### config.mk
export PLATFORM = sky130hd
export DESIGN_NAME = udp_checksum_verify_dispatch_top
export DESIGN_NICKNAME = d
export VERILOG_FILES = /design/src/rtl/core/udpcv_pkg.sv /design/src/rtl/core/udpcv_in_stage.sv /design/src/rtl/core/udpcv_accum.sv /design/src/rtl/core/udpcv_dispatch.sv /design/src/rtl/core/udp_checksum_verify_dispatch_top.sv
export SDC_FILE = /design/constraint.sdc
export NUM_CORES = 1
export LEC_CHECK = 0
export BUFFER_PORTS_ARGS = -buffer_cell sky130_fd_sc_hd__buf_2
export CORE_MARGIN = 4
export CORE_UTILIZATION = 60
export DETAILED_ROUTE_END_ITERATION = 16
export GPL_TIMING_DRIVEN = 0
export PLACE_DENSITY = 0.8
export SLEW_MARGIN = 30
export SYNTH_ARGS = -nofsm -noshare
export SYNTH_HDL_FRONTEND = slang
export SYNTH_SLANG_ARGS = --single-unit
### constraint.sdc
create_clock -name aclk -period 21.5 [get_ports aclk]
set_input_delay 1.075 -clock aclk [delete_from_list [all_inputs] [get_ports aclk]]
set_output_delay 1.075 -clock aclk [all_outputs]
set_load 0.01 [all_outputs]
### src/rtl/core/udpcv_pkg.sv
package udpcv_pkg;

    localparam int unsigned WORD_W = 16;
    localparam int unsigned ADDR_W = 32;
    localparam int unsigned SUM_W  = 19;   // room for six 16-bit operands

    localparam logic [WORD_W-1:0] IPV4_PROTO_UDP     = 16'd17;
    localparam logic [WORD_W-1:0] DNS_PORT_RST       = 16'd53;
    localparam logic [WORD_W-1:0] DHCP_CLIENT_RST    = 16'd68;
    localparam logic [WORD_W-1:0] DHCP_SERVER_RST    = 16'd67;

    // Result status codes
    typedef enum logic [1:0] {
        ST_OK           = 2'd0,
        ST_BAD_CSUM     = 2'd1,
        ST_BAD_PORT     = 2'd2,
        ST_BAD_DHCP_SRC = 2'd3
    } status_t;

    // Position within the datagram; saturates once past the UDP header
    typedef enum logic [2:0] {
        IDX_SRC_PORT = 3'd0,
        IDX_DST_PORT = 3'd1,
        IDX_LENGTH   = 3'd2,
        IDX_CHECKSUM = 3'd3,
        IDX_PAYLOAD  = 3'd4
    } word_idx_t;

    // Configuration register indexes
    typedef enum logic [1:0] {
        REG_DNS_PORT    = 2'd0,
        REG_DHCP_CLIENT = 2'd1,
        REG_DHCP_SERVER = 2'd2
    } cfg_reg_t;

    typedef struct packed {
        logic              action;
        logic [WORD_W-1:0] data_word;
        logic              odd_byte;
        logic              last;
        logic [ADDR_W-1:0] src_address;
        logic [ADDR_W-1:0] dst_address;
    } item_t;

    // Datagram summary handed from the accumulator to the dispatch stage
    typedef struct packed {
        logic              last;
        logic              mode;
        logic [WORD_W-1:0] checksum;
        logic [WORD_W-1:0] recv_csum;
        logic [WORD_W-1:0] src_port;
        logic [WORD_W-1:0] dst_port;
    } dgram_t;

    // End-around carry fold of a wide binary sum back to 16 bits
    function automatic logic [WORD_W-1:0] oc_fold(input logic [SUM_W-1:0] s);
        logic [WORD_W:0] f1;
        f1 = {1'b0, s[WORD_W-1:0]} + {{(WORD_W+1-(SUM_W-WORD_W)){1'b0}}, s[SUM_W-1:WORD_W]};
        return f1[WORD_W-1:0] + {{(WORD_W-1){1'b0}}, f1[WORD_W]};
    endfunction

endpackage

### src/rtl/core/udpcv_in_stage.sv
module udpcv_in_stage (
    input  logic            aclk,
    input  logic            aresetn,
    input  logic            in_valid,
    output logic            in_ready,
    input  udpcv_pkg::item_t in_item,
    input  logic            advance,
    output logic            item_valid,
    output udpcv_pkg::item_t item
);
    import udpcv_pkg::*;

    logic  valid_reg;
    item_t item_reg;

    // Accept whenever the held word is empty or moves on this cycle
    assign in_ready   = !valid_reg || advance;
    assign item_valid = valid_reg;
    assign item       = item_reg;

    always_ff @(posedge aclk) begin
        if (!aresetn) begin
            valid_reg <= 1'b0;
        end else if (in_ready) begin
            valid_reg <= in_valid;
        end
    end

    always_ff @(posedge aclk) begin
        if (in_ready && in_valid) begin
            item_reg <= in_item;
        end
    end

endmodule

### src/rtl/core/udpcv_accum.sv
module udpcv_accum (
    input  logic                 aclk,
    input  logic                 aresetn,
    input  logic                 fire,
    input  udpcv_pkg::item_t     item,
    output udpcv_pkg::dgram_t    dgram,
    output udpcv_pkg::word_idx_t idx
);
    import udpcv_pkg::*;

    logic [WORD_W-1:0] sum_reg;
    logic              mode_reg;
    word_idx_t         idx_reg;
    logic [WORD_W-1:0] src_port_reg;
    logic [WORD_W-1:0] dst_port_reg;
    logic [WORD_W-1:0] rx_csum_reg;

    logic              first;
    logic              mode;
    logic [WORD_W-1:0] word;
    logic [ADDR_W-1:0] src_eff;
    logic [SUM_W-1:0]  sum_wide;
    logic [WORD_W-1:0] sum_next;
    word_idx_t         idx_next;

    function automatic logic [SUM_W-1:0] ext(input logic [WORD_W-1:0] v);
        return {{(SUM_W-WORD_W){1'b0}}, v};
    endfunction

    assign first = (idx_reg == IDX_SRC_PORT);
    assign mode  = first ? item.action : mode_reg;

    // Odd trailing byte: pad with a zero low byte
    assign word    = (item.last && item.odd_byte) ? {item.data_word[15:8], 8'h00}
                                                  : item.data_word;
    // Transmit mode leaves the source address out of the pseudo-header
    assign src_eff = mode ? item.src_address : '0;

    // One multi-operand add per word, then end-around fold
    always_comb begin
        if (first) begin
            sum_wide = ext(item.dst_address[31:16]) + ext(item.dst_address[15:0])
                     + ext(src_eff[31:16]) + ext(src_eff[15:0])
                     + ext(IPV4_PROTO_UDP) + ext(word);
        end else begin
            case (idx_reg)
                IDX_LENGTH:   sum_wide = ext(sum_reg) + ext(word) + ext(word);
                IDX_CHECKSUM: sum_wide = ext(sum_reg);
                default:      sum_wide = ext(sum_reg) + ext(word);
            endcase
        end
    end

    assign sum_next = oc_fold(sum_wide);
    assign idx_next = (idx_reg == IDX_PAYLOAD) ? IDX_PAYLOAD
                                               : word_idx_t'(idx_reg + 3'd1);

    // Summary seen on this word; only meaningful with last set
    always_comb begin
        dgram.last      = item.last;
        dgram.mode      = mode;
        dgram.checksum  = ~sum_next;
        dgram.recv_csum = (idx_reg == IDX_CHECKSUM) ? word : rx_csum_reg;
        dgram.src_port  = first ? word : src_port_reg;
        dgram.dst_port  = (idx_reg == IDX_DST_PORT) ? word : dst_port_reg;
    end

    assign idx = idx_reg;

    // Datagram state; everything returns to zero after the last word
    always_ff @(posedge aclk) begin
        if (!aresetn) begin
            sum_reg      <= '0;
            mode_reg     <= 1'b0;
            idx_reg      <= IDX_SRC_PORT;
            src_port_reg <= '0;
            dst_port_reg <= '0;
            rx_csum_reg  <= '0;
        end else if (fire) begin
            if (item.last) begin
                sum_reg      <= '0;
                mode_reg     <= 1'b0;
                idx_reg      <= IDX_SRC_PORT;
                src_port_reg <= '0;
                dst_port_reg <= '0;
                rx_csum_reg  <= '0;
            end else begin
                sum_reg      <= sum_next;
                mode_reg     <= mode;
                idx_reg      <= idx_next;
                src_port_reg <= dgram.src_port;
                dst_port_reg <= dgram.dst_port;
                rx_csum_reg  <= dgram.recv_csum;
            end
        end
    end

endmodule

### src/rtl/core/udpcv_dispatch.sv
module udpcv_dispatch (
    input  logic                     aclk,
    input  logic                     aresetn,
    input  logic                     cfg_we,
    input  logic [1:0]               cfg_addr,
    input  logic [15:0]              cfg_wdata,
    input  logic                     in_valid,
    input  udpcv_pkg::dgram_t        dgram,
    output logic                     advance,
    output logic                     res_valid,
    input  logic                     res_ready,
    output logic [15:0]              res_checksum,
    output udpcv_pkg::status_t       res_status,
    output logic [15:0]              res_src_port,
    output logic [15:0]              res_dst_port
);
    import udpcv_pkg::*;

    logic [WORD_W-1:0] dns_port_reg;
    logic [WORD_W-1:0] dhcp_client_reg;
    logic [WORD_W-1:0] dhcp_server_reg;

    logic              valid_reg;
    logic [WORD_W-1:0] csum_reg;
    status_t           status_reg;
    logic [WORD_W-1:0] src_port_reg;
    logic [WORD_W-1:0] dst_port_reg;
    status_t           status_next;

    // Configuration registers
    always_ff @(posedge aclk) begin
        if (!aresetn) begin
            dns_port_reg    <= DNS_PORT_RST;
            dhcp_client_reg <= DHCP_CLIENT_RST;
            dhcp_server_reg <= DHCP_SERVER_RST;
        end else if (cfg_we) begin
            unique case (cfg_reg_t'(cfg_addr))
                REG_DNS_PORT:    dns_port_reg    <= cfg_wdata;
                REG_DHCP_CLIENT: dhcp_client_reg <= cfg_wdata;
                REG_DHCP_SERVER: dhcp_server_reg <= cfg_wdata;
                default:         ;
            endcase
        end
    end

    // Receive mode: checksum compare first, then destination port dispatch; transmit mode is always OK
    always_comb begin
        if (!dgram.mode) begin
            status_next = ST_OK;
        end else if (dgram.recv_csum != dgram.checksum) begin
            status_next = ST_BAD_CSUM;
        end else if (dgram.dst_port == dns_port_reg) begin
            status_next = ST_OK;
        end else if (dgram.dst_port == dhcp_client_reg) begin
            status_next = (dgram.src_port == dhcp_server_reg) ? ST_OK : ST_BAD_DHCP_SRC;
        end else begin
            status_next = ST_BAD_PORT;
        end
    end

    // Result register frees up when empty or taken
    assign advance = !valid_reg || res_ready;

    always_ff @(posedge aclk) begin
        if (!aresetn) begin
            valid_reg <= 1'b0;
        end else if (advance) begin
            valid_reg <= in_valid && dgram.last;
        end
    end

    always_ff @(posedge aclk) begin
        if (advance && in_valid && dgram.last) begin
            csum_reg     <= dgram.checksum;
            status_reg   <= status_next;
            src_port_reg <= dgram.src_port;
            dst_port_reg <= dgram.dst_port;
        end
    end

    assign res_valid    = valid_reg;
    assign res_checksum = csum_reg;
    assign res_status   = status_reg;
    assign res_src_port = src_port_reg;
    assign res_dst_port = dst_port_reg;

endmodule

### src/rtl/core/udp_checksum_verify_dispatch_top.sv
// Path: the last word passes the input register, then the result register; m_tvalid
// rises once the result register has taken it. Throughput: one word per cycle
// while no result waits on m_tready; the single end-around add per word sets the rate.
// Reset: aresetn is synchronous, active low; it empties both registers, clears
// the datagram state and restores the port registers to 53, 68 and 67.
module udp_checksum_verify_dispatch_top (
    input  logic        aclk,
    input  logic        aresetn,
    // configuration write port
    input  logic        cfg_we,
    input  logic [1:0]  cfg_addr,
    input  logic [15:0] cfg_wdata,
    // datagram words in
    input  logic        s_tvalid,
    output logic        s_tready,
    input  logic [79:0] s_tdata,   // data_word[15:0], src_address[47:16], dst_address[79:48]
    input  logic        s_tlast,
    input  logic [1:0]  s_tuser,   // action[0], odd_byte[1]
    // results out
    output logic        m_tvalid,
    input  logic        m_tready,
    output logic [55:0] m_tdata    // checksum[15:0], status[17:16], src_port[33:18],
                                   // dst_port[49:34], zero[55:50]
);
    import udpcv_pkg::*;

    item_t     in_item;
    item_t     item;
    logic      item_valid;
    logic      advance;
    dgram_t    dgram;
    word_idx_t idx;

    logic [15:0] res_checksum;
    status_t     res_status;
    logic [15:0] res_src_port;
    logic [15:0] res_dst_port;

    always_comb begin
        in_item.action      = s_tuser[0];
        in_item.odd_byte    = s_tuser[1];
        in_item.last        = s_tlast;
        in_item.data_word   = s_tdata[15:0];
        in_item.src_address = s_tdata[47:16];
        in_item.dst_address = s_tdata[79:48];
    end

    udpcv_in_stage u_in_stage (
        .aclk       (aclk),
        .aresetn    (aresetn),
        .in_valid   (s_tvalid),
        .in_ready   (s_tready),
        .in_item    (in_item),
        .advance    (advance),
        .item_valid (item_valid),
        .item       (item)
    );

    udpcv_accum u_accum (
        .aclk    (aclk),
        .aresetn (aresetn),
        .fire    (item_valid && advance),
        .item    (item),
        .dgram   (dgram),
        .idx     (idx)
    );

    udpcv_dispatch u_dispatch (
        .aclk         (aclk),
        .aresetn      (aresetn),
        .cfg_we       (cfg_we),
        .cfg_addr     (cfg_addr),
        .cfg_wdata    (cfg_wdata),
        .in_valid     (item_valid),
        .dgram        (dgram),
        .advance      (advance),
        .res_valid    (m_tvalid),
        .res_ready    (m_tready),
        .res_checksum (res_checksum),
        .res_status   (res_status),
        .res_src_port (res_src_port),
        .res_dst_port (res_dst_port)
    );

    assign m_tdata = {6'b0, res_dst_port, res_src_port, res_status, res_checksum};

    // Transmit-mode datagrams always finish with an OK status
    a_tx_status_ok: assert property (@(posedge aclk) disable iff (!aresetn)
        (advance && item_valid && dgram.last && !dgram.mode)
        |=> (m_tvalid && m_tdata[17:16] == ST_OK))
        else $error("transmit result without OK status");

    // The word index restarts after the last word of a datagram
    a_idx_restart: assert property (@(posedge aclk) disable iff (!aresetn)
        (advance && item_valid && dgram.last) |=> (idx == IDX_SRC_PORT))
        else $error("word index not cleared after last word");

    // A held input word stays put while the result side stalls
    a_in_hold: assert property (@(posedge aclk) disable iff (!aresetn)
        (item_valid && !advance) |=> (item_valid && $stable(item)))
        else $error("held input word lost during stall");

endmodule
==> impl_metrics.toml, run 1 <==
[run_status]
outcome = "finished, final reports clean"

[final_layout]
largest_reg_flops = 83
final_cells = 2115
nets = 2002
postLayoutCellArea_um2 = 17500
fillers = 1932
layout_cell_share_with_drive_strength_beyond_1 = 0.133
antenna-diode-count = 0
area.growth.synth_to_final_pct = 14.2

[routing]
dr.first_iter.drc_count = 1426
routed_via_density = 6.03
drc_errors = 0
first_pass_drt_iterations = 6
avgRoutedWirePerCell_um = 20.3
drt.antenna.violating_nets = 0
wirelength_mm = 42.9
route.vias.total = 12755

[timing]
setup_tns_ns = 0
slew_violations = 0
achievable-frequency_ghz = 0.0757
slew_headroom = 0.333
timing.final.crit_share = 0.615
minimum_clock_period_ns = 13.22
max_slew.worst_pin.slew_ns = 0.999
holdWs_ns = 0.476
timing.final.setup_violations = 0
finClkSkew_ns = 0.0172
final-hold-violation-count = 0
rsz0062_at_grt = "false"

[synthesis]
ys.flop_type = "sky130_fd_sc_hd__edfxtp_1"
synth.avg_cell_area_um2 = 9.74
synth_edf_count = 133
synth.lib_cells_used.distinct = 85
post_synth_instance_area_um2 = 15300
synthesis.instances = 1573
netlist.top_cell.by_area = "sky130_fd_sc_hd__edfxtp_1"
netlist_top_cells_area = "sky130_fd_sc_hd__edfxtp_1 (26%), sky130_fd_sc_hd__dfxtp_1 (15%), sky130_fd_sc_hd__ha_1 (7.8%)"
synth_top_area_share = 0.261
synth_sequential_area_ratio = 0.415
yosys_warnings = 0
postSynth.asyncResetShare = 0
seq_cells_post_synth = 251

[global_route]
grt_pass1_wl_mm = 66.9
first_global_vias = 12262
number_of_antenna_violations_at_the_first_check_in_global_routing = 1
grt.overflow.total = 0
grt_start_max_net_pins = 51
grtUsageTotal = 0.298

[setup_path]
worst_path_dominant_cell_family = "simple AND/OR/NAND/NOR gates"
maximum_fanout_along_the_worst_path = 10
worst_ep_arrival_time_ns = 13.49
critPathLaunchType = "flop"
timing.reg2reg.setup_slack_ns = 8.28
cp.required_ns = 21.77
criticalPathCategory = "flop to flop"
rr_endpoint = "u_dispatch.res_status[0]$_SDFFCE_PP0P_"
cp.buffers_inverters = 7
cpMostUsedCell = "sky130_fd_sc_hd__ha_1"
regToRegStartpoint = "u_accum.idx[1]$_SDFFE_PN0P_"
slowest_stage_delay_on_critical_path_ns = 0.67
ff2ff_path_depth = 46
critPathCaptureType = "flop"
cp_slowest_cell = "sky130_fd_sc_hd__clkbuf_1"

[placed_design]
place.port_buffers = 156
dpl.hpwl_mm = 32.8
place_inst = 2067
routabilityCongestion = 1.03
dpl-instance-area_um2 = 16600

[die]
num_rows = 58
boundaryPins = 164
initial_core_util = 0.608
die_h_um = 168
die_area_um2 = 28100
fp.coreArea_um2 = 25200
die_w_um = 168

[cts]
tritoncts_clock_tree = "done"
cts_max_level = 1
cts.sinks = 251
ctsResizeCount = 0
postCtsSetupRepairBufs = 0
clock_latency_ns = 0.54
clockBufferDepth = 3
cts_root_buffer = "sky130_fd_sc_hd__clkbuf_16"
clkSlewWorstSetupHoldPaths_ns = 0.06
numCtsBuffers = 26
cts_hold_buffers = 0

[power_and_ir_drop]
leakage_nw = 7.02
combinational_share_of_power = 0.507
cellPowerDensity_nw_per_um2 = 120
internal-power_mw = 1.21
ir_drop_worst_case_vdd_mv = 0.0836
pwr-share-seq = 0.273
clock_power_share = 0.220
sw_frac_of_total = 0.421
switching_power_mw = 0.882
p_total_mw = 2.10

[min_path]
hold_path.startpoint = "u_dispatch.dns_port_reg[13]$_SDFFE_PN0P_"
hold_path_depth = 2
hold-path-endpoint = "u_dispatch.dns_port_reg[13]$_SDFFE_PN0P_"
timing.hold.worst.class = "flop to flop"

[flow_run]
maxCapViolCount = 0
-- worst register-to-register path, delay by kind of cell, from the launching register on --
kind                     cells  cell delay (ns)
flip-flops                   1             0.37
adder cells (fa/ha/maj)      9             2.78
AND/OR/NAND/NOR             14             3.86
XOR/XNOR                     3             0.75
buffers and inverters        7             2.24
AO/OA/AOI/OAI               13             2.95
-- worst max path at each step --
stage	startpoint	end	slack, ns	cells after the start
after floorplan	u_accum.idx[1]$_SDFFE_PN0P_	u_dispatch.res_status[0]$_SDFFCE_PP0P_	11.82	47
after global placement	u_accum.idx[1]$_SDFFE_PN0P_	u_dispatch.res_status[0]$_SDFFCE_PP0P_	8.89	46
after detailed placement	u_accum.idx[1]$_SDFFE_PN0P_	u_dispatch.res_status[0]$_SDFFCE_PP0P_	8.74	46
after CTS	u_accum.idx[1]$_SDFFE_PN0P_	u_dispatch.res_status[0]$_SDFFCE_PP0P_	8.70	46
after global routing	u_accum.idx[1]$_SDFFE_PN0P_	u_dispatch.res_status[0]$_SDFFCE_PP0P_	7.65	47
final	u_accum.idx[1]$_SDFFE_PN0P_	u_dispatch.res_status[0]$_SDFFCE_PP0P_	8.28	46
-- logic make-up (layout without fill, tap and decap cells) --
group | Yosys count | in the layout | share of synthesized area
buffers and inverters | 148 | 355 | 0.0389
XOR/XNOR | 119 | 119 | 0.0698
AND/OR/NAND/NOR | 540 | 540 | 0.173
adder cells (fa/ha/maj) | 131 | 131 | 0.125
multiplexers | 32 | 32 | 0.0212
other | 1 | 6 | 0.000245
flip-flops | 251 | 251 | 0.415
AO/OA/AOI/OAI | 351 | 351 | 0.157
-- layout by cell type, fill, tap and decap left out, types with 6 or more instances in the layout --
master	n
sky130_fd_sc_hd__a21boi_0	46
sky130_fd_sc_hd__a21o_1	15
sky130_fd_sc_hd__a21oi_1	54
sky130_fd_sc_hd__a22oi_1	55
sky130_fd_sc_hd__a31oi_1	16
sky130_fd_sc_hd__and2_1	42
sky130_fd_sc_hd__buf_2	164
sky130_fd_sc_hd__buf_4	6
sky130_fd_sc_hd__clkbuf_1	63
sky130_fd_sc_hd__clkbuf_16	27
sky130_fd_sc_hd__conb_1	6
sky130_fd_sc_hd__dfxtp_1	118
sky130_fd_sc_hd__edfxtp_1	133
sky130_fd_sc_hd__fa_1	36
sky130_fd_sc_hd__ha_1	95
sky130_fd_sc_hd__inv_1	72
sky130_fd_sc_hd__mux2i_1	29
sky130_fd_sc_hd__nand2_1	230
sky130_fd_sc_hd__nand2b_1	12
sky130_fd_sc_hd__nand3_1	30
sky130_fd_sc_hd__nand4_1	16
sky130_fd_sc_hd__nor2_1	67
sky130_fd_sc_hd__nor2b_1	66
sky130_fd_sc_hd__nor3_1	18
sky130_fd_sc_hd__nor4_1	13
sky130_fd_sc_hd__o211ai_1	11
sky130_fd_sc_hd__o21a_1	8
sky130_fd_sc_hd__o21ai_0	60
sky130_fd_sc_hd__o21ai_1	14
sky130_fd_sc_hd__o21bai_1	6
sky130_fd_sc_hd__or3_1	9
sky130_fd_sc_hd__xnor2_1	82
sky130_fd_sc_hd__xor2_1	35
-- metal layers --
layer,share of wire,global-route usage,routed length (um)
met3,0.10,0.0585,4490
met5,0.00016,0,7
met1,0.41,0.424,17800
met2,0.44,0.460,19000
met4,0.038,0.102,1650
-- cell usage after synthesis (11+ instances only) --
master and count:
sky130_fd_sc_hd__mux2i_1 29, sky130_fd_sc_hd__fa_1 36, sky130_fd_sc_hd__nor2b_1 66, sky130_fd_sc_hd__and2_1 43, sky130_fd_sc_hd__ha_1 95, sky130_fd_sc_hd__nor4_1 13, sky130_fd_sc_hd__dfxtp_1 118, sky130_fd_sc_hd__xnor2_1 82
sky130_fd_sc_hd__nand2_1 230, sky130_fd_sc_hd__nand2b_1 12, sky130_fd_sc_hd__nor3_1 18, sky130_fd_sc_hd__clkbuf_1 56, sky130_fd_sc_hd__a21boi_0 46, sky130_fd_sc_hd__o21ai_1 14, sky130_fd_sc_hd__nand4_1 16, sky130_fd_sc_hd__o21ai_0 60
sky130_fd_sc_hd__inv_1 72, sky130_fd_sc_hd__a21o_1 15, sky130_fd_sc_hd__o211ai_1 11, sky130_fd_sc_hd__nand3_1 30, sky130_fd_sc_hd__a21oi_1 54, sky130_fd_sc_hd__edfxtp_1 133, sky130_fd_sc_hd__a22oi_1 55, sky130_fd_sc_hd__xor2_1 35
sky130_fd_sc_hd__a31oi_1 16, sky130_fd_sc_hd__nor2_1 68
-- layout make-up --
cell class	instances	area, um2	share of cell area
buffer	75	322	0.0184
clock buffer	35	716	0.0409
clock inverter	13	150	0.00859
inverter	73	274	0.0157
multi-input combinational	1179	8390	0.480
sequential	251	6360	0.363
tap	330	413	0.0236
timing repair buffer	159	863	0.0494
-- power groups by stage --
stage               Clock (mW)  Combinational, mW  Sequential, mW
global placement             0               1.01           0.582
CTS                      0.463               1.03           0.572
global route             0.484               1.15           0.575
floorplan                    0              0.738           0.581
detailed placement           0               1.03           0.582
finish                   0.461               1.06           0.573
-- stage by stage --
step	setup slack, ns	utilization
6_report	8.28	0.694
5_1_grt	7.65	0.694
4_1_cts	8.70	0.694
3_5_place_dp	8.74	0.660
3_3_place_gp	8.89	0.656
2_1_floorplan	11.82	-
(Power assumes the default switching activity.)
==> run 2: changes to the inputs <==
==> constraint.sdc (replaced) <==
create_clock -name aclk -period 13.6 [get_ports aclk]
set_input_delay 0.68 -clock aclk [delete_from_list [all_inputs] [get_ports aclk]]
set_output_delay 0.68 -clock aclk [all_outputs]
set_load 0.01 [all_outputs]
==> run 2 against run 1 <==
Compared with the run above:
- global-route usage unchanged
- maximum frequency up 2.2%
- sequential power up 58%
- largest cell class unchanged
- power up 58%
==> impl_metrics.toml, run 2 (synthesized netlist as in run 1, its figures left out) <==
[final_layout]
antenna-diode-count = 0
area.growth.synth_to_final_pct = 14.2
layout_commonest_cell = "sky130_fd_sc_hd__nand2_1"
largest_reg_flops = 83
layout_cell_share_with_drive_strength_beyond_1 = 0.134
fillers = 1930
most-common-layout-cells = "sky130_fd_sc_hd__nand2_1 (230), sky130_fd_sc_hd__buf_2 (164), sky130_fd_sc_hd__edfxtp_1 (133)"
nets = 2002

[power_and_ir_drop]
p_total_mw = 3.31
ir_drop_worst_case_vdd_mv = 0.133
leakage_nw = 7.02
cellPowerDensity_nw_per_um2 = 190

[setup_path]
cp_slowest_cell = "sky130_fd_sc_hd__nor4_1"
worst_ep_arrival_time_ns = 13.20
cp.buffers_inverters = 7
criticalPathCategory = "flop to flop"
worst_path_dominant_cell_family = "simple AND/OR/NAND/NOR gates"
regToRegStartpoint = "u_accum.idx[1]$_SDFFE_PN0P_"
timing.reg2reg.setup_slack_ns = 0.67
critPathCaptureType = "flop"
maximum_fanout_along_the_worst_path = 10
rr_endpoint = "u_dispatch.res_status[0]$_SDFFCE_PP0P_"
cp.required_ns = 13.87
slowest_stage_delay_on_critical_path_ns = 0.59
crit_path_start = "u_accum.idx[1]$_SDFFE_PN0P_"
critPathLaunchType = "flop"
cpMostUsedCell = "sky130_fd_sc_hd__ha_1"
ff2ff_path_depth = 46

[placed_design]
dpl.hpwl_mm = 32.8
place.port_buffers = 156
routabilityCongestion = 1.03
place_ws_ns = 0.842

[routing]
drc_errors = 0
first_pass_drt_iterations = 6
m1WireLength_mm = 17.7
met2_wirelength_mm = 18.9
route.vias.total = 12795
wl_met3_mm = 4.58
dr.first_iter.drc_count = 1327
routed_via_density = 6.05
wirelength_mm = 42.9
avgRoutedWirePerCell_um = 20.3
drt.antenna.violating_nets = 0
routed.top_layer = "met5"

[cts]
numCtsBuffers = 26
clockBufferDepth = 3
tritoncts_clock_tree = "done"
cts_root_buffer = "sky130_fd_sc_hd__clkbuf_16"
cts_max_level = 1
clkSlewWorstSetupHoldPaths_ns = 0.06
cts.sinks = 251
clock_latency_ns = 0.54

[global_route]
grt.overflow.total = 0
grtUsageTotal = 0.298
grt_start_max_net_pins = 51
grt_pass1_wl_mm = 66.9
first_global_vias = 12262
number_of_antenna_violations_at_the_first_check_in_global_routing = 1

[timing]
timing.final.crit_share = 0.951
minimum_clock_period_ns = 12.93
max_slew.worst_pin.slew_ns = 0.986
setup_tns_ns = 0
final-hold-violation-count = 0
achievable-frequency_ghz = 0.0773
slew_violations = 0
finClkSkew_ns = 0.0162
timing.final.setup_violations = 0
timing.final.ws_setup_ns = 0.668
slew_headroom = 0.342
rsz0062_at_grt = "false"

[die]
fp.coreArea_um2 = 25200
die_area_um2 = 28100
num_rows = 58
die_w_um = 168
initial_core_util = 0.608
boundaryPins = 164
die_h_um = 168

[min_path]
timing.hold.worst.class = "input port to flop"
hold-path-endpoint = "u_in_stage.item[76]$_DFFE_PP_"
hold_path.startpoint = "s_tdata[10]"
hold_path_depth = 1

[run_status]
outcome = "finished, final reports clean"

[flow_run]
maxCapViolCount = 0
==> run 2: how the worst max path moves through the flow <==
stage / to / depth (start not counted)
5_1_grt: u_dispatch.res_status[0]$_SDFFCE_PP0P_ / 47
2_1_floorplan: u_dispatch.res_status[0]$_SDFFCE_PP0P_ / 47
4_1_cts: u_dispatch.res_status[0]$_SDFFCE_PP0P_ / 46
6_report: u_dispatch.res_status[0]$_SDFFCE_PP0P_ / 46
3_5_place_dp: u_dispatch.res_status[0]$_SDFFCE_PP0P_ / 46
3_3_place_gp: u_dispatch.res_status[0]$_SDFFCE_PP0P_ / 46
==> run 2: what timing repair did <==
action                                  4_1_cts  5_1_grt
hold buffers                                  0        0
endpoints found under the setup margin        0        2
buffers inserted                              0        0
gates resized for setup                       0        3
==> run 2: power breakdown <==
group          leakage (nW)  total (mW)  switching [mW]  internal, mW
registers              2.25       0.905          0.0303         0.875
logic                  4.36        1.68            1.06         0.618
clock network         0.414       0.727           0.300         0.427
==> run 2: final cells by class <==
cell class,instances,area (um2),share of cell area
Buffer,75,324,0.0185
Inverter,73,274,0.0157
Tap cell,330,413,0.0236
Clock buffer,35,716,0.0409
Multi-Input combinational cell,1179,8390,0.480
Timing Repair Buffer,159,863,0.0494
Clock inverter,13,150,0.00858
Sequential cell,251,6360,0.363
==> run 2: per-stage QoR <==
stage          hold slack, ns  utilization  cells  area (um2)
3_5_place_dp            0.469        0.660   2067       16600
2_1_floorplan           0.455            -   1578       15300
5_1_grt                 0.308        0.695   2115       17500
6_report                0.312        0.695   2115       17500
3_3_place_gp            0.462        0.656   2064       16500
4_1_cts                 0.302        0.694   2115       17500
==> run 2: worst reg2reg max path, delay by kind of cell, from the launching register on <==
family,cells,cell delay [ns]
XOR/XNOR,3,0.73
flip-flops,1,0.37
AND/OR/NAND/NOR,14,3.85
adder cells (fa/ha/maj),9,2.76
buffers and inverters,7,1.98
AO/OA/AOI/OAI,13,2.95
==> run 2: layer usage <==
metal,global-route usage,up-vias
li1,-,5974
met1,0.424,6042
met2,0.460,660
met3,0.0585,117
met4,0.102,2
met5,0,-
==> run 3: changes to the inputs <==
--- a/config.mk
+++ b/config.mk
@@ -5,6 +5,7 @@
 export SDC_FILE = /design/constraint.sdc
 export NUM_CORES = 1
 export LEC_CHECK = 0
+export ABC_AREA = 1
 export BUFFER_PORTS_ARGS = -buffer_cell sky130_fd_sc_hd__buf_2
 export CORE_MARGIN = 4
 export CORE_UTILIZATION = 60
==> run 3 against run 2 <==
Compared with the run above:
- critical path depth rose by 10
- utilization down 0.30 points
- worst hold slack got worse by 0.027 ns
- clock power is 6.2% lower
- die area grew 4.0%
- non-clock buffer count decreased by 14
- register-to-register slack gained 2.1 ns
- sequential power is 0.7% higher
- area after synthesis grew 4.2%
- wire length is 6.9% higher
- first-iteration DRC count up 15%
- sequential share of layout area down 1.2 points
==> impl_metrics.toml, run 3 <==
[die]
die_h_um = 171
die_area_um2 = 29300
initial_core_util = 0.611
die_w_um = 171
fp.coreArea_um2 = 26100
num_rows = 59
boundaryPins = 164

[power_and_ir_drop]
sw_frac_of_total = 0.469
ir_drop_worst_case_vdd_mv = 0.123
p_total_mw = 3.46
cellPowerDensity_nw_per_um2 = 191
combinational_share_of_power = 0.539
leakage_nw = 8.58
pwr-share-seq = 0.263
internal-power_mw = 1.84
switching_power_mw = 1.62
clock_power_share = 0.197

[synthesis]
synth.lib_cells_used.distinct = 57
synth_edf_count = 133
netlist.top_cell.by_area = "sky130_fd_sc_hd__edfxtp_1"
synth.most_common_cell = "sky130_fd_sc_hd__nand2_1"
synth.avg_cell_area_um2 = 7.79
synth_sequential_area_ratio = 0.398
postSynth.asyncResetShare = 0
post_synth_instance_area_um2 = 16000
synth_top_area_share = 0.250
seq_cells_post_synth = 251
netlist_top_cells_area = "sky130_fd_sc_hd__edfxtp_1 (25%), sky130_fd_sc_hd__dfxtp_1 (15%), sky130_fd_sc_hd__nand2_1 (12%)"
synth_top_cells_by_count = "sky130_fd_sc_hd__nand2_1 (514), sky130_fd_sc_hd__inv_1 (295), sky130_fd_sc_hd__nor2_1 (159), sky130_fd_sc_hd__a21oi_1 (148), sky130_fd_sc_hd__edfxtp_1 (133)"
synthesis.instances = 2047
ys.flop_type = "sky130_fd_sc_hd__edfxtp_1"
yosys_warnings = 0

[timing]
final-hold-violation-count = 0
max_slew.worst_pin.slew_ns = 0.865
minimum_clock_period_ns = 10.88
rsz0062_at_grt = "false"
timing.final.ws_setup_ns = 2.72
timing.final.setup_violations = 0
timing.final.crit_share = 0.800
setup_tns_ns = 0
slew_headroom = 0.418
finClkSkew_ns = 0.0348
achievable-frequency_ghz = 0.0919
slew_violations = 0

[cts]
clock_latency_ns = 0.57
cts_max_level = 1
cts.sinks = 251
clockBufferDepth = 3
postCtsSetupRepairBufs = 0
clkSlewWorstSetupHoldPaths_ns = 0.06
cts_hold_buffers = 0
ctsResizeCount = 0
numCtsBuffers = 26
cts_root_buffer = "sky130_fd_sc_hd__clkbuf_16"
tritoncts_clock_tree = "done"

[setup_path]
cpMostUsedCell = "sky130_fd_sc_hd__nand2_1"
critPathCaptureType = "flop"
cp_slowest_cell = "sky130_fd_sc_hd__clkinv_1"
worst_ep_arrival_time_ns = 11.16
slowest_stage_delay_on_critical_path_ns = 0.71
maximum_fanout_along_the_worst_path = 10
cp.buffers_inverters = 8
cp.required_ns = 13.89
worst_path_dominant_cell_family = "simple AND/OR/NAND/NOR gates"
critPathLaunchType = "flop"
criticalPathCategory = "flop to flop"

[final_layout]
final_cells = 2595
area.growth.synth_to_final_pct = 13.3
postLayoutCellArea_um2 = 18100
largest_reg_flops = 83
nets = 2477
fillers = 2165
antenna-diode-count = 0
layout_cell_share_with_drive_strength_beyond_1 = 0.133
layout_commonest_cell = "sky130_fd_sc_hd__nand2_1"
most-common-layout-cells = "sky130_fd_sc_hd__nand2_1 (514), sky130_fd_sc_hd__inv_1 (294), sky130_fd_sc_hd__buf_2 (164)"

[routing]
first_pass_drt_iterations = 5
drt.antenna.violating_nets = 0
dr.first_iter.drc_count = 1526
wirelength_mm = 45.8
avgRoutedWirePerCell_um = 17.7
drc_errors = 0
routed_via_density = 5.59
route.vias.total = 14517

[global_route]
grt_pass1_wl_mm = 70.7
grt.overflow.total = 0
grt_start_max_net_pins = 46
grtUsageTotal = 0.307
first_global_vias = 13770
number_of_antenna_violations_at_the_first_check_in_global_routing = 0

[min_path]
timing.hold.worst.class = "input port to flop"

[placed_design]
dpl.hpwl_mm = 35.9
routabilityCongestion = 0.971
dpl-instance-area_um2 = 17300
place_ws_ns = 2.90
place_inst = 2547
place.port_buffers = 157

[run_status]
outcome = "finished, final reports clean"

[flow_run]
maxCapViolCount = 0
-- run 3: area by class of cell --
cell class | count | area, um2 | share of cell area
Inverter | 317 | 1190 | 0.0661
Sequential cell | 251 | 6360 | 0.352
Timing Repair Buffer | 160 | 848 | 0.0469
Tap cell | 335 | 419 | 0.0232
Clock inverter | 15 | 121 | 0.00672
Buffer | 60 | 269 | 0.0149
Multi-Input combinational cell | 1424 | 8180 | 0.452
Clock buffer | 33 | 687 | 0.0380
-- run 3: power groups by stage --
stage | logic [mW] | clock network [mW] | registers (mW)
finish | 1.87 | 0.682 | 0.911
global route | 2.10 | 0.718 | 0.913
CTS | 1.84 | 0.686 | 0.910
detailed placement | 1.82 | 0 | 0.925
global placement | 1.78 | 0 | 0.926
floorplan | 1.34 | 0 | 0.922
-- run 3: final timing paths --
| kind | cells past startpoint | slack [ns] | endpoint | start |
|---|---|---|---|---|
| max | 56 | 2.72 | u_dispatch.res_status[0]$_SDFFCE_PP0P_ | u_accum.idx[1]$_SDFFE_PN0P_ |
| min | 1 | 0.28 | u_in_stage.item[15]$_DFFE_PP_ | s_tdata[63] |
| max reg2reg | 56 | 2.72 | u_dispatch.res_status[0]$_SDFFCE_PP0P_ | u_accum.idx[1]$_SDFFE_PN0P_ |
| min reg2reg | 2 | 0.46 | u_accum.dst_port_reg[13]$_SDFFE_PN0P_ | u_accum.dst_port_reg[13]$_SDFFE_PN0P_ |
-- run 3: stage by stage --
step / utilization / hold slack (ns)
after floorplan: - / 0.437
after global placement: 0.657 / 0.447
after detailed placement: 0.661 / 0.451
after CTS: 0.692 / 0.271
after global routing: 0.692 / 0.282
final: 0.692 / 0.285
-- run 3: kinds of logic after synthesis --
group / share of synthesized area
simple gates: 0.247
buf+inv: 0.0916
compound gates: 0.115
flops: 0.398
fa+ha+maj: 0.120
xor+xnor: 0.0269
other cells: 0.000235
mux: 0.000627
-- run 3: worst reg2reg max path, delay by kind of cell (launching register included) --
kind | cells | cell delay (ns)
mux | 1 | 0.26
compound gates | 2 | 0.45
fa+ha+maj | 9 | 2.61
buf+inv | 8 | 2.02
flops | 1 | 0.45
xor+xnor | 2 | 0.21
simple gates | 34 | 4.59
-- run 3: per-layer routing --
layer	track usage	share of wire
met5	0	0
met4	0.104	0.036
met3	0.0303	0.085
met2	0.514	0.47
met1	0.421	0.41
